### src/design/wto_pkg.sv
package wto_pkg;

  localparam int unsigned LenW  = 11;
  localparam int unsigned PhW   = 26;
  localparam int unsigned MulAW = 27;
  localparam int unsigned MulBW = 17;
  localparam int unsigned MulPW = MulAW + MulBW;

  localparam logic [1:0] OP_WRITE  = 2'd0;
  localparam logic [1:0] OP_START  = 2'd1;
  localparam logic [1:0] OP_SAMPLE = 2'd2;

  typedef struct packed {
    logic [1:0]         operation;
    logic [9:0]         table_address;
    logic signed [15:0] table_value;
    logic [25:0]        phase_increment;
    logic [15:0]        lfo_ratio;
    logic [15:0]        envelope_level;
    logic               envelope_finished;
  } in_t;

  typedef struct packed {
    logic signed [15:0] sample_out;
    logic               remove_voice;
  } out_t;

endpackage

### src/design/wto_mul.sv
module wto_mul (
  input  logic                             clk_i,
  input  logic                             en_i,
  input  logic signed [wto_pkg::MulAW-1:0] a_i,
  input  logic signed [wto_pkg::MulBW-1:0] b_i,
  output logic signed [wto_pkg::MulPW-1:0] p_o
);

  import wto_pkg::*;

  // product holds while en_i is low
  always_ff @(posedge clk_i) begin
    if (en_i) begin
      p_o <= a_i * b_i;
    end
  end

endmodule
### config.mk
export PLATFORM = sky130hd
export DESIGN_NAME = wto_mul
export DESIGN_NICKNAME = d
export VERILOG_FILES = /design/src/design/wto_pkg.sv /design/src/design/wto_mul.sv
export SDC_FILE = /design/constraint.sdc
export NUM_CORES = 1
export LEC_CHECK = 0
export ABC_AREA = 1
export BUFFER_PORTS_ARGS = -buffer_cell sky130_fd_sc_hd__buf_2
export CORE_MARGIN = 5
export CORE_UTILIZATION = 60
export DETAILED_ROUTE_END_ITERATION = 10
export PLACE_DENSITY = 0.86
export SLEW_MARGIN = 10
export SYNTH_ARGS = -nofsm -noshare
export SYNTH_HDL_FRONTEND = slang
export SYNTH_SLANG_ARGS = --single-unit
### constraint.sdc
create_clock -name clk_i -period 6.75 [get_ports clk_i]
set_clock_uncertainty 0.2 [all_clocks]
set_input_delay 0 -clock clk_i [delete_from_list [all_inputs] [get_ports clk_i]]
set_output_delay 0 -clock clk_i [all_outputs]
set_load 0.02 [all_outputs]
==> reports/summary.txt, run 1 <==
Status: complete, no violations
Max stage delay on crit path: 0.66 ns
Die height: 189 µm
Cells along the critical path: buf_2, nand2_1, fa_1, inv_1, fa_1, inv_1, fa_1, inv_1, fa_1, inv_1, fa_1, fa_1, inv_1, ha_1, inv_2, nor3_1, nand2_1, nor2_2, nand3_1, nand3_1, nand2_1
CP Depth: 21
Synth Area per Inst: 7.69 µm²
Total Negative Setup Slacks: 0 ns
HPWL after detailed placement: 42200 µm
Root Buffer Master: clkbuf_16
Layout Area Growth over Synthesis: 4.20%
Clock transition at the register clock pins on the worst setup and hold paths after CTS: 0.07 ns
Worst Setup Start Kind: input pin
Number of distinct library cell variants in the gate-level netlist after synthesis: 31
Average wire per cell in the routed design: 17.7 µm
Post-CTS Setup Inserts: 0
Tcrit/Tclk final: 86.8%
Total via count in the routed design: 15.4k
Maximum net fanout on the critical path: 27
Detailed Routing Iterations Pass 1: 5
Number of failing setup endpoints in the final timing report: 0
Number of top-level pins: 90
Global-route total usage across every layer: 30.3%
Cells after synthesis: 2489
Cell type with the highest occurrence count on the critical path: fa_1
Slew at the pin with the worst max-slew slack: 1.03 ns
Number of port buffers: 89
Unrepaired setup endpoints after global routing: no
Master of the slowest instance on the critical path: fa_1
Die Area: 35600 µm²
CP delay by family, top: adder cells
Post-synthesis sequential element count: 44
CTS sink count: 44
Final hold vios: 0
Routed WL: 51200 µm
Minimum clock period: 5.86 ns
Instance count along the most critical hold path: 3
Number of nets at the end of the flow: 3089
Final Wtd Congestion: 0.947
Number of pins exceeding their max-slew limit in the final report: 0
Classification of the worst setup path: input pin to flop
Area taken by flip-flops and latches: 1320 µm²
Data arrival at the endpoint of the critical path: 5.73 ns
GRT Residual Overflow: 0
Largest registers: p_o: 44 flops
Final routed DRC violation total: 0
Number of global-route vias before repair: 17.6k
Cts repair resizes: 0
Number of warning messages in the yosys log: 0
CTS hold repair buffers: 0
Starting utilization of the core area: 60.7%
Max Root-Sink Buffers: 2
Placeable core region: 31600 µm²
Largest register by flop count: p_o
Post-synth net total: 3086
Max-Slew Margin vs Limit: 31.4%
Wire length of the first global-routing pass: 85700 µm
Largest net degree at the start of global routing: 45
Proportion of layout cells with a drive suffix above 1: 6.30%
Number of buffer and inverter instances along the worst setup path: 7
Max H-tree Level: 2
Cell area after synthesis: 19100 µm²
Number of design-rule violations left by the first detailed-router iteration: 1092
Highest Clock Rate: 171 MHz
Initial antenna violation count: 2
TritonCTS clock tree: done
Class of the tightest hold or removal check: input pin to flop
Number of antenna cells inserted: 0
Overall die width: 189 µm
Critical Path Sink Type: flop
FP Rows: 65
Number of buffers added by the clock tree synthesis step: 5
Via density per instance: 5.33
Number of fillers in the final layout: 2661
Largest register FFs: 44
Max cap viols: 0
Sequential area share after synthesis: 6.90%
Worst endpoint required time: 6.62 ns
Antenna-violating nets left: 0
Total area of multi-input combinational cells: 14400 µm²
metal layers:
metal  track usage [%]  share of wire, %
met5                 0             0.053
met1              34.8                35
met4              15.0               6.0
met3              5.13               8.8
met2              54.6                51
kinds of logic after synthesis:
group	share of synthesized area [%]
compound gates	1.39
buf+inv	17.9
simple gates	19.1
flops	6.90
fa+ha+maj	53.5
xor+xnor	1.19
metrics by stage:
stage	cells	cell area [µm²]	utilization [%]	setup WS [ns]	hold slack, ns
3_3_place_gp	2887	19800	62.7	0.773	0.249
4_1_cts	2895	19900	63.2	0.907	0.0323
2_1_floorplan	2489	19100	-	1.04	-0.0875
3_5_place_dp	2887	19800	62.7	0.586	0.244
6_report	2895	19900	63.2	0.888	0.0415
5_1_grt	2895	19900	63.2	0.625	0.0565
path summary, 6_finish.rpt:
check / startpoint / to / slack (ns)
min: a_i[0] / p_o[0] / 0.04
max: b_i[7] / p_o[43] / 0.89
Yosys cell counts, drive strengths merged:
cell type	n	area share, %
nand4	8	0.26
nand2	740	15
a21o	1	0.039
clkinv	2	0.039
o211ai	2	0.13
fa	446	47
and2	1	0.033
nor3	6	0.21
nor2	103	2.3
xor2	19	0.87
nand3	47	1.4
ha	105	6.9
inv	807	16
o21bai	5	0.25
or2	6	0.20
o21a	1	0.039
a21oi	28	0.79
o21ai	5	0.13
clkbuf	104	2.0
xnor2	7	0.32
edfxtp	44	6.9
nand3b	2	0.078
layout by cell type, fill, tap and decap left out:
master     synthesis  final
or2_2              6      6
clkbuf_16          0      5
nand4_1            8      8
xor2_1            19     19
inv_1            805    805
o21ai_1            1      1
nand3b_1           2      2
nor2_4             2      2
edfxtp_1          44     44
nor2_1            88     88
a21oi_1           25     25
nor2_2            13     13
o211ai_2           2      2
bufinv_16          0      1
nor3_1             4      4
nand2_1          726    726
nor3_2             2      2
clkbuf_1         104      1
clkinv_2           0      1
nand3_2            5      5
xnor2_1            7      7
ha_1             105    105
o21ai_0            4      4
o21bai_4           1      1
a21oi_2            3      3
o21bai_1           4      4
and2_1             1      1
fa_1             446    446
o21a_1             1      1
nand2_2           14     14
nand3_1           42     42
buf_4              0     11
inv_2              2      2
buf_2              0     89
clkinv_1           2      2
a21o_1             1      1
final cells by class:
class / count / share of cell area [%]
clock buffer: 6 / 0.646
clock inverter: 2 / 0.176
inverter: 809 / 15.2
multi-input combinational: 1532 / 72.2
sequential: 44 / 6.62
tap: 402 / 2.52
timing repair buffer: 100 / 2.65
Power of run 1 is not shown: default switching activity piles up to over one toggle a cycle in this logic, so the estimate is an artifact.
==> run 2, diff against run 1 <==
--- a/config.mk
+++ b/config.mk
@@ -7,10 +7,12 @@
 export LEC_CHECK = 0
 export ABC_AREA = 1
 export BUFFER_PORTS_ARGS = -buffer_cell sky130_fd_sc_hd__buf_2
+export CELL_PAD_IN_SITES_DETAIL_PLACEMENT = 1
+export CELL_PAD_IN_SITES_GLOBAL_PLACEMENT = 1
 export CORE_MARGIN = 5
-export CORE_UTILIZATION = 60
+export CORE_UTILIZATION = 49
 export DETAILED_ROUTE_END_ITERATION = 10
-export PLACE_DENSITY = 0.86
+export PLACE_DENSITY = 0.92
 export SLEW_MARGIN = 10
 export SYNTH_ARGS = -nofsm -noshare
 export SYNTH_HDL_FRONTEND = slang
==> run 2 against run 1 <==
  * Maximum frequency fell by 3.9%
  * Routed wire length is 25% higher
  * Core utilization down 11 points
  * Die area increased by 21%
  * Final cell count increased by 4.0%
  * Setup slack got worse by 0.24 ns
  * Non-clock buffer count is 1 lower
  * Final area increased by 0.58%
  * Via count is 3.2% higher
  * Critical path type unchanged
  * Largest cell class unchanged
==> reports/summary.txt, run 2 (synthesized netlist as in run 1, its figures left out) <==
Clock transition at the register clock pins on the worst setup and hold paths after CTS: 0.07 ns (about the same)
TritonCTS clock tree: done
Slew at the pin with the worst max-slew slack: 1.08 ns (+0.0523 ns)
Max cap viols: 0 (unchanged)
Status: complete, no violations
Total Negative Setup Slacks: 0 ns (unchanged)
Overall die width: 208 µm (+10%)
GRT Residual Overflow: 0 (unchanged)
Number of failing setup endpoints in the final timing report: 0 (unchanged)
Cts repair resizes: 0 (unchanged)
Tcrit/Tclk final: 90.4% (+3.5 points)
Largest net degree at the start of global routing: 45 (unchanged)
Layout Area Growth over Synthesis: 4.81%
Max-Slew Margin vs Limit: 27.9% (-3.5 points)
Via density per instance: 5.29 (-0.82%)
Maximum net fanout on the critical path: 27 (unchanged)
Number of fillers in the final layout: 4913 (+85%)
Number of port buffers: 89 (unchanged)
Final routed DRC violation total: 0 (unchanged)
Largest registers: p_o: 44 flops
Proportion of layout cells with a drive suffix above 1: 6.22% (-0.078 points)
Number of nets at the end of the flow: 3088 (-0.032%)
Classification of the worst setup path: input pin to flop
Minimum clock period: 6.10 ns (+0.237 ns)
Max stage delay on crit path: 0.65 ns (about the same)
Critical Path Sink Type: flop
CTS hold repair buffers: 0 (unchanged)
Number of pins exceeding their max-slew limit in the final report: 0 (unchanged)
Master of the slowest instance on the critical path: fa_1
FP Rows: 72 (+11%)
Placeable core region: 38600 µm² (+22%)
Final hold vios: 0 (unchanged)
Cell type with the highest occurrence count on the critical path: fa_1
Global-route total usage across every layer: 30.1% (-0.14 points)
Number of buffers added by the clock tree synthesis step: 5 (unchanged)
Largest register FFs: 44 (unchanged)
Total via count in the routed design: 15.9k (+3.2%)
Antenna-violating nets left: 0 (unchanged)
Cells along the critical path: buf_2, nand2_1, inv_1, fa_1, fa_1, inv_1, fa_1, inv_1, fa_1, inv_1, fa_1, fa_1, inv_1, ha_1, inv_2, nor3_1, nand2_1, nor2_2, nand3_1, nand3_1, nand2_1
Post-CTS Setup Inserts: 0 (unchanged)
Initial antenna violation count: 2 (unchanged)
Max Root-Sink Buffers: 2 (unchanged)
Class of the tightest hold or removal check: input pin to flop
Number of global-route vias before repair: 19.3k (+9.9%)
Number of design-rule violations left by the first detailed-router iteration: 958 (-12%)
Detailed Routing Iterations Pass 1: 4 (-1)
Worst Setup Start Kind: input pin
Die Area: 43100 µm² (+21%)
Average wire per cell in the routed design: 21.3 µm (+20%)
Final Wtd Congestion: 0.938 (-0.96%)
Routed WL: 64000 µm (+25%)
Commonest non-fill, non-tap cells in the layout: 805 x inv_1, 726 x nand2_1, 446 x fa_1
Largest register by flop count: p_o
Root Buffer Master: clkbuf_16
Highest Clock Rate: 164 MHz (-3.9%)
Die height: 208 µm (+10%)
Most common library cell in the layout ignoring fill and taps: inv_1
Wire length of the first global-routing pass: 102000 µm (+19%)
Unrepaired setup endpoints after global routing: no
CTS sink count: 44 (unchanged)
Data arrival at the endpoint of the critical path: 5.96 ns (+0.23 ns)
Number of top-level pins: 90 (unchanged)
HPWL after detailed placement: 53300 µm (+26%)
Worst endpoint required time: 6.61 ns (about the same)
Starting utilization of the core area: 49.5% (-11 points)
Max H-tree Level: 2 (unchanged)
[run 2: final timing paths]
kind,from,end,cells after the start
setup / recovery,b_i[2],p_o[43],21
hold / removal,a_i[0],p_o[0],3
[run 2: cell type report]
class,instances,area (µm²),area share [%]
Multi-Input combinational cell,1532,14400,71.7
Antenna cell,1,2.50,0.0125
Inverter,809,3040,15.1
Clock inverter,2,11.3,0.0561
Tap cell,518,648,3.23
Sequential cell,44,1320,6.59
Clock buffer,6,129,0.642
Timing Repair Buffer,99,520,2.59
[run 2: worst max-delay path: cells and delay by family]
family,cells,cell delay [ns]
adder cells (fa/ha/maj),7,3.66
buffers and inverters,7,1.20
AND/OR/NAND/NOR,7,1.09
[run 2: metrics by stage]
step           instances  hold WS (ns)  setup slack [ns]  utilization (%)  cell area [µm²]
6_report            3011        0.0676             0.651             51.9            20100
3_3_place_gp        3002         0.245             0.681             51.5            19900
4_1_cts             3010        0.0738             0.633             51.9            20100
2_1_floorplan       2489       -0.0875              1.04                -            19100
5_1_grt             3011         0.114             0.297             51.9            20100
3_5_place_dp        3002         0.250             0.317             51.5            19900
[run 2: routing by layer]
metal / global-route usage [%] / routed length [µm] / vias up / part of all wire (%)
li1: - / - / 6842 / -
met1: 33.3 / 22500 / 8140 / 35
met2: 57.4 / 34200 / 675 / 53
met3: 3.02 / 3250 / 271 / 5.1
met4: 14.8 / 3980 / 0 / 6.2
met5: 0 / 0 / - / 0
Power of run 2 is left out for the same reason.
==> run 3, diff against run 2 <==
--- a/config.mk
+++ b/config.mk
@@ -7,12 +7,14 @@
 export LEC_CHECK = 0
 export ABC_AREA = 1
 export BUFFER_PORTS_ARGS = -buffer_cell sky130_fd_sc_hd__buf_2
+export CAP_MARGIN = 25
 export CELL_PAD_IN_SITES_DETAIL_PLACEMENT = 1
 export CELL_PAD_IN_SITES_GLOBAL_PLACEMENT = 1
 export CORE_MARGIN = 5
-export CORE_UTILIZATION = 49
+export CORE_UTILIZATION = 44
 export DETAILED_ROUTE_END_ITERATION = 10
-export PLACE_DENSITY = 0.92
+export PLACE_DENSITY = 0.88
+export SETUP_SLACK_MARGIN = 0.1
 export SLEW_MARGIN = 10
 export SYNTH_ARGS = -nofsm -noshare
 export SYNTH_HDL_FRONTEND = slang
==> constraint.sdc (replaced) <==
create_clock -name clk_i -period 5.6 [get_ports clk_i]
set_clock_uncertainty 0.2 [all_clocks]
set_input_delay 0 -clock clk_i [delete_from_list [all_inputs] [get_ports clk_i]]
set_output_delay 0 -clock clk_i [all_outputs]
set_load 0.02 [all_outputs]
==> run 3 against run 2 <==
  * Non-clock buffer count increased by 112
  * Sequential share of layout area fell by 0.43 points
  * Die area up 11%
  * Global-route usage down 3.0 points
  * Final area increased by 7.0%
  * First-iteration DRC count decreased by 22%
  * Final cell count is 5.9% higher
  * Critical path depth increased by 1
  * Via count increased by 1.2%
  * Core utilization is 2.1 points lower
  * Setup slack worse by 0.39 ns
  * Sequential cell count is the same
==> reports/summary.txt, run 3 (synthesized netlist as in run 1, its figures left out) <==
Final Wtd Congestion: 0.905 (-3.6%)
End of the worst hold path: p_o[0]
Starting utilization of the core area: 44.4% (-5.1 points)
Number of buffers added by the clock tree synthesis step: 5 (unchanged)
Number of pins exceeding their max-slew limit in the final report: 0 (unchanged)
Slew at the pin with the worst max-slew slack: 0.679 ns (-0.402 ns)
Worst endpoint required time: 5.45 ns (-1.16 ns)
Status: complete, no violations
Met1 routing resource usage after global routing: 28.6% (-4.7 points)
Number of port buffers: 89 (unchanged)
Number of buffer and inverter instances along the worst setup path: 7 (unchanged)
Placeable core region: 43100 µm² (+11%)
Root Buffer Master: clkbuf_16
FP Rows: 76 (+5.6%)
Met2 layer usage reported by global route: 52.1% (-5.3 points)
Max stage delay on crit path: 0.64 ns (about the same)
Unrepaired setup endpoints after global routing: yes
Total Negative Setup Slacks: 0 ns (unchanged)
Largest register by flop count: p_o
Via density per instance: 5.05 (-4.5%)
Number of top-level pins: 90 (unchanged)
Number of antenna cells inserted: 0 (-1)
Routed WL: 64400 µm (+0.60%)
Start point of the worst min-delay path: a_i[0]
Final cell utilization of the core: 49.8% (-2.1 points)
Least setup slack across all paths after layout: 0.264 ns (-0.387 ns)
Most common library cell in the layout ignoring fill and taps: inv_1
CP delay by family, top: adder cells
Clock transition at the register clock pins on the worst setup and hold paths after CTS: 0.07 ns (about the same)
Instance count along the most critical hold path: 4 (+1)
Average wire per cell in the routed design: 20.2 µm (-5.0%)
Final hold vios: 0 (unchanged)
CP startpoint: a_i[26]
Proportion of layout cells with a drive suffix above 1: 12.4% (+6.2 points)
Antenna-violating nets left: 0 (unchanged)
Placed instance count: 3176 (+5.8%)
Number of design-rule violations left by the first detailed-router iteration: 751 (-22%)
Classification of the worst setup path: input pin to flop
Data arrival at the endpoint of the critical path: 5.19 ns (-0.77 ns)
Minimum clock period: 5.34 ns
Max-Slew Margin vs Limit: 54.7% (+27 points)
Highest Clock Rate: 187 MHz
Maximum net fanout on the critical path: 7 (-74%)
Worst Setup Start Kind: input pin
Largest registers: p_o: 44 flops
Tcrit/Tclk final: 95.3%
Class of the tightest hold or removal check: input pin to flop
Max Root-Sink Buffers: 2 (unchanged)
Max H-tree Level: 2 (unchanged)
Master of the slowest instance on the critical path: fa_2
Die height: 219 µm (+5.3%)
Largest register FFs: 44 (unchanged)
Wire length of the first global-routing pass: 101000 µm (-0.80%)
Final standard cell count with taps included and fillers excluded: 3189 (+5.9%)
GRT Residual Overflow: 0 (unchanged)
TritonCTS clock tree: done
Commonest non-fill, non-tap cells in the layout: 800 x inv_1, 717 x nand2_1, 438 x fa_1
Max cap viols: 0 (unchanged)
Number of failing setup endpoints in the final timing report: 0 (unchanged)
Initial antenna violation count: 1 (-1)
Die Area: 47800 µm² (+11%)
Worst slack after detailed placement: -0.340 ns (-0.657 ns)
Final routed DRC violation total: 0 (unchanged)
Total via count in the routed design: 16.1k (+1.2%)
Most crowded layer after global routing: met2
Number of nets at the end of the flow: 3200 (+3.6%)
CTS sink count: 44 (unchanged)
Number of global-route vias before repair: 19.7k (+2.1%)
Detailed Routing Iterations Pass 1: 5 (+1)
Overall die width: 219 µm (+5.3%)
HPWL after detailed placement: 55600 µm (+4.3%)
Cells along the critical path: buf_2, nand2_1, inv_2, fa_2, inv_1, fa_1, inv_1, fa_1, fa_1, fa_1, inv_1, fa_1, inv_1, ha_1, nand2_2, inv_1, a21oi_1, o21ai_0, nor2_1, nand3_1, nand2_1, nand2_1
Critical Path Sink Type: flop
Global-route total usage across every layer: 27.1% (-3.0 points)
Met3 Resource Use GR: 3.13% (+0.11 points)
Largest net degree at the start of global routing: 45 (unchanged)
Layout Area Growth over Synthesis: 12.1%
==> run 3: cell count changes in the layout (fill, tap and decap cells not counted), moves of 8 or more <==
cell	delta
ha_1	-9
nor2_2	+10
fa_2	+8
nand2_2	+8
fa_1	-8
buf_4	+101
buf_2	-19
nor2_1	-15
buf_12	+13
clkbuf_4	+11
nand2_1	-9
==> run 3: timing repair <==
item	in CTS	in global routing
endpoints found under the hold margin	0	14
cloned	0	1
pin swaps	0	3
gates resized for setup	9	77
buffers inserted	0	2
setup endpoints to repair	11	24
hold buffers	0	1
==> run 3: area by class of cell <==
type                    count  area (µm²)
fillers                  5361       21600
clock inverters             3        46.3
repair buffers            211        1610
well taps                 585         732
inverters                 809        3040
multi-input cells        1532       14600
flip-flops and latches     44        1320
clock buffers               5         125
==> run 3: how the worst max path moves through the flow <==
| stage | to | slack, ns | cells past startpoint |
|---|---|---|---|
| final | p_o[37] | 0.26 | 22 |
| after global routing | p_o[37] | 0.04 | 22 |
| after CTS | p_o[37] | 0.06 | 23 |
| after detailed placement | p_o[42] | -0.34 | 20 |
| after global placement | p_o[24] | -0.16 | 22 |
| after floorplan | p_o[43] | 0.13 | 22 |
==> run 3: tightest hold or removal path, stage by stage <==
cell     delay (ns)
buf_2          0.13
buf_4          0.21
nand2_1        0.09
inv_1          0.04
==> run 3: per-stage QoR <==
| stage | cell area, µm² | hold WS [ns] |
|---|---|---|
| 2_1_floorplan | 19200 | -0.0875 |
| 3_3_place_gp | 21000 | 0.245 |
| 4_1_cts | 21200 | 0.130 |
| 3_5_place_dp | 21000 | 0.250 |
| 6_report | 21500 | 0.150 |
| 5_1_grt | 21500 | 0.150 |
==> run 3: metal layers <==
metal	vias up	wire, µm
met5	-	13
met4	2	4170
met3	277	2860
met2	544	34900
met1	8225	22400
li1	7065	-
Power of run 3 is left out for the same reason.
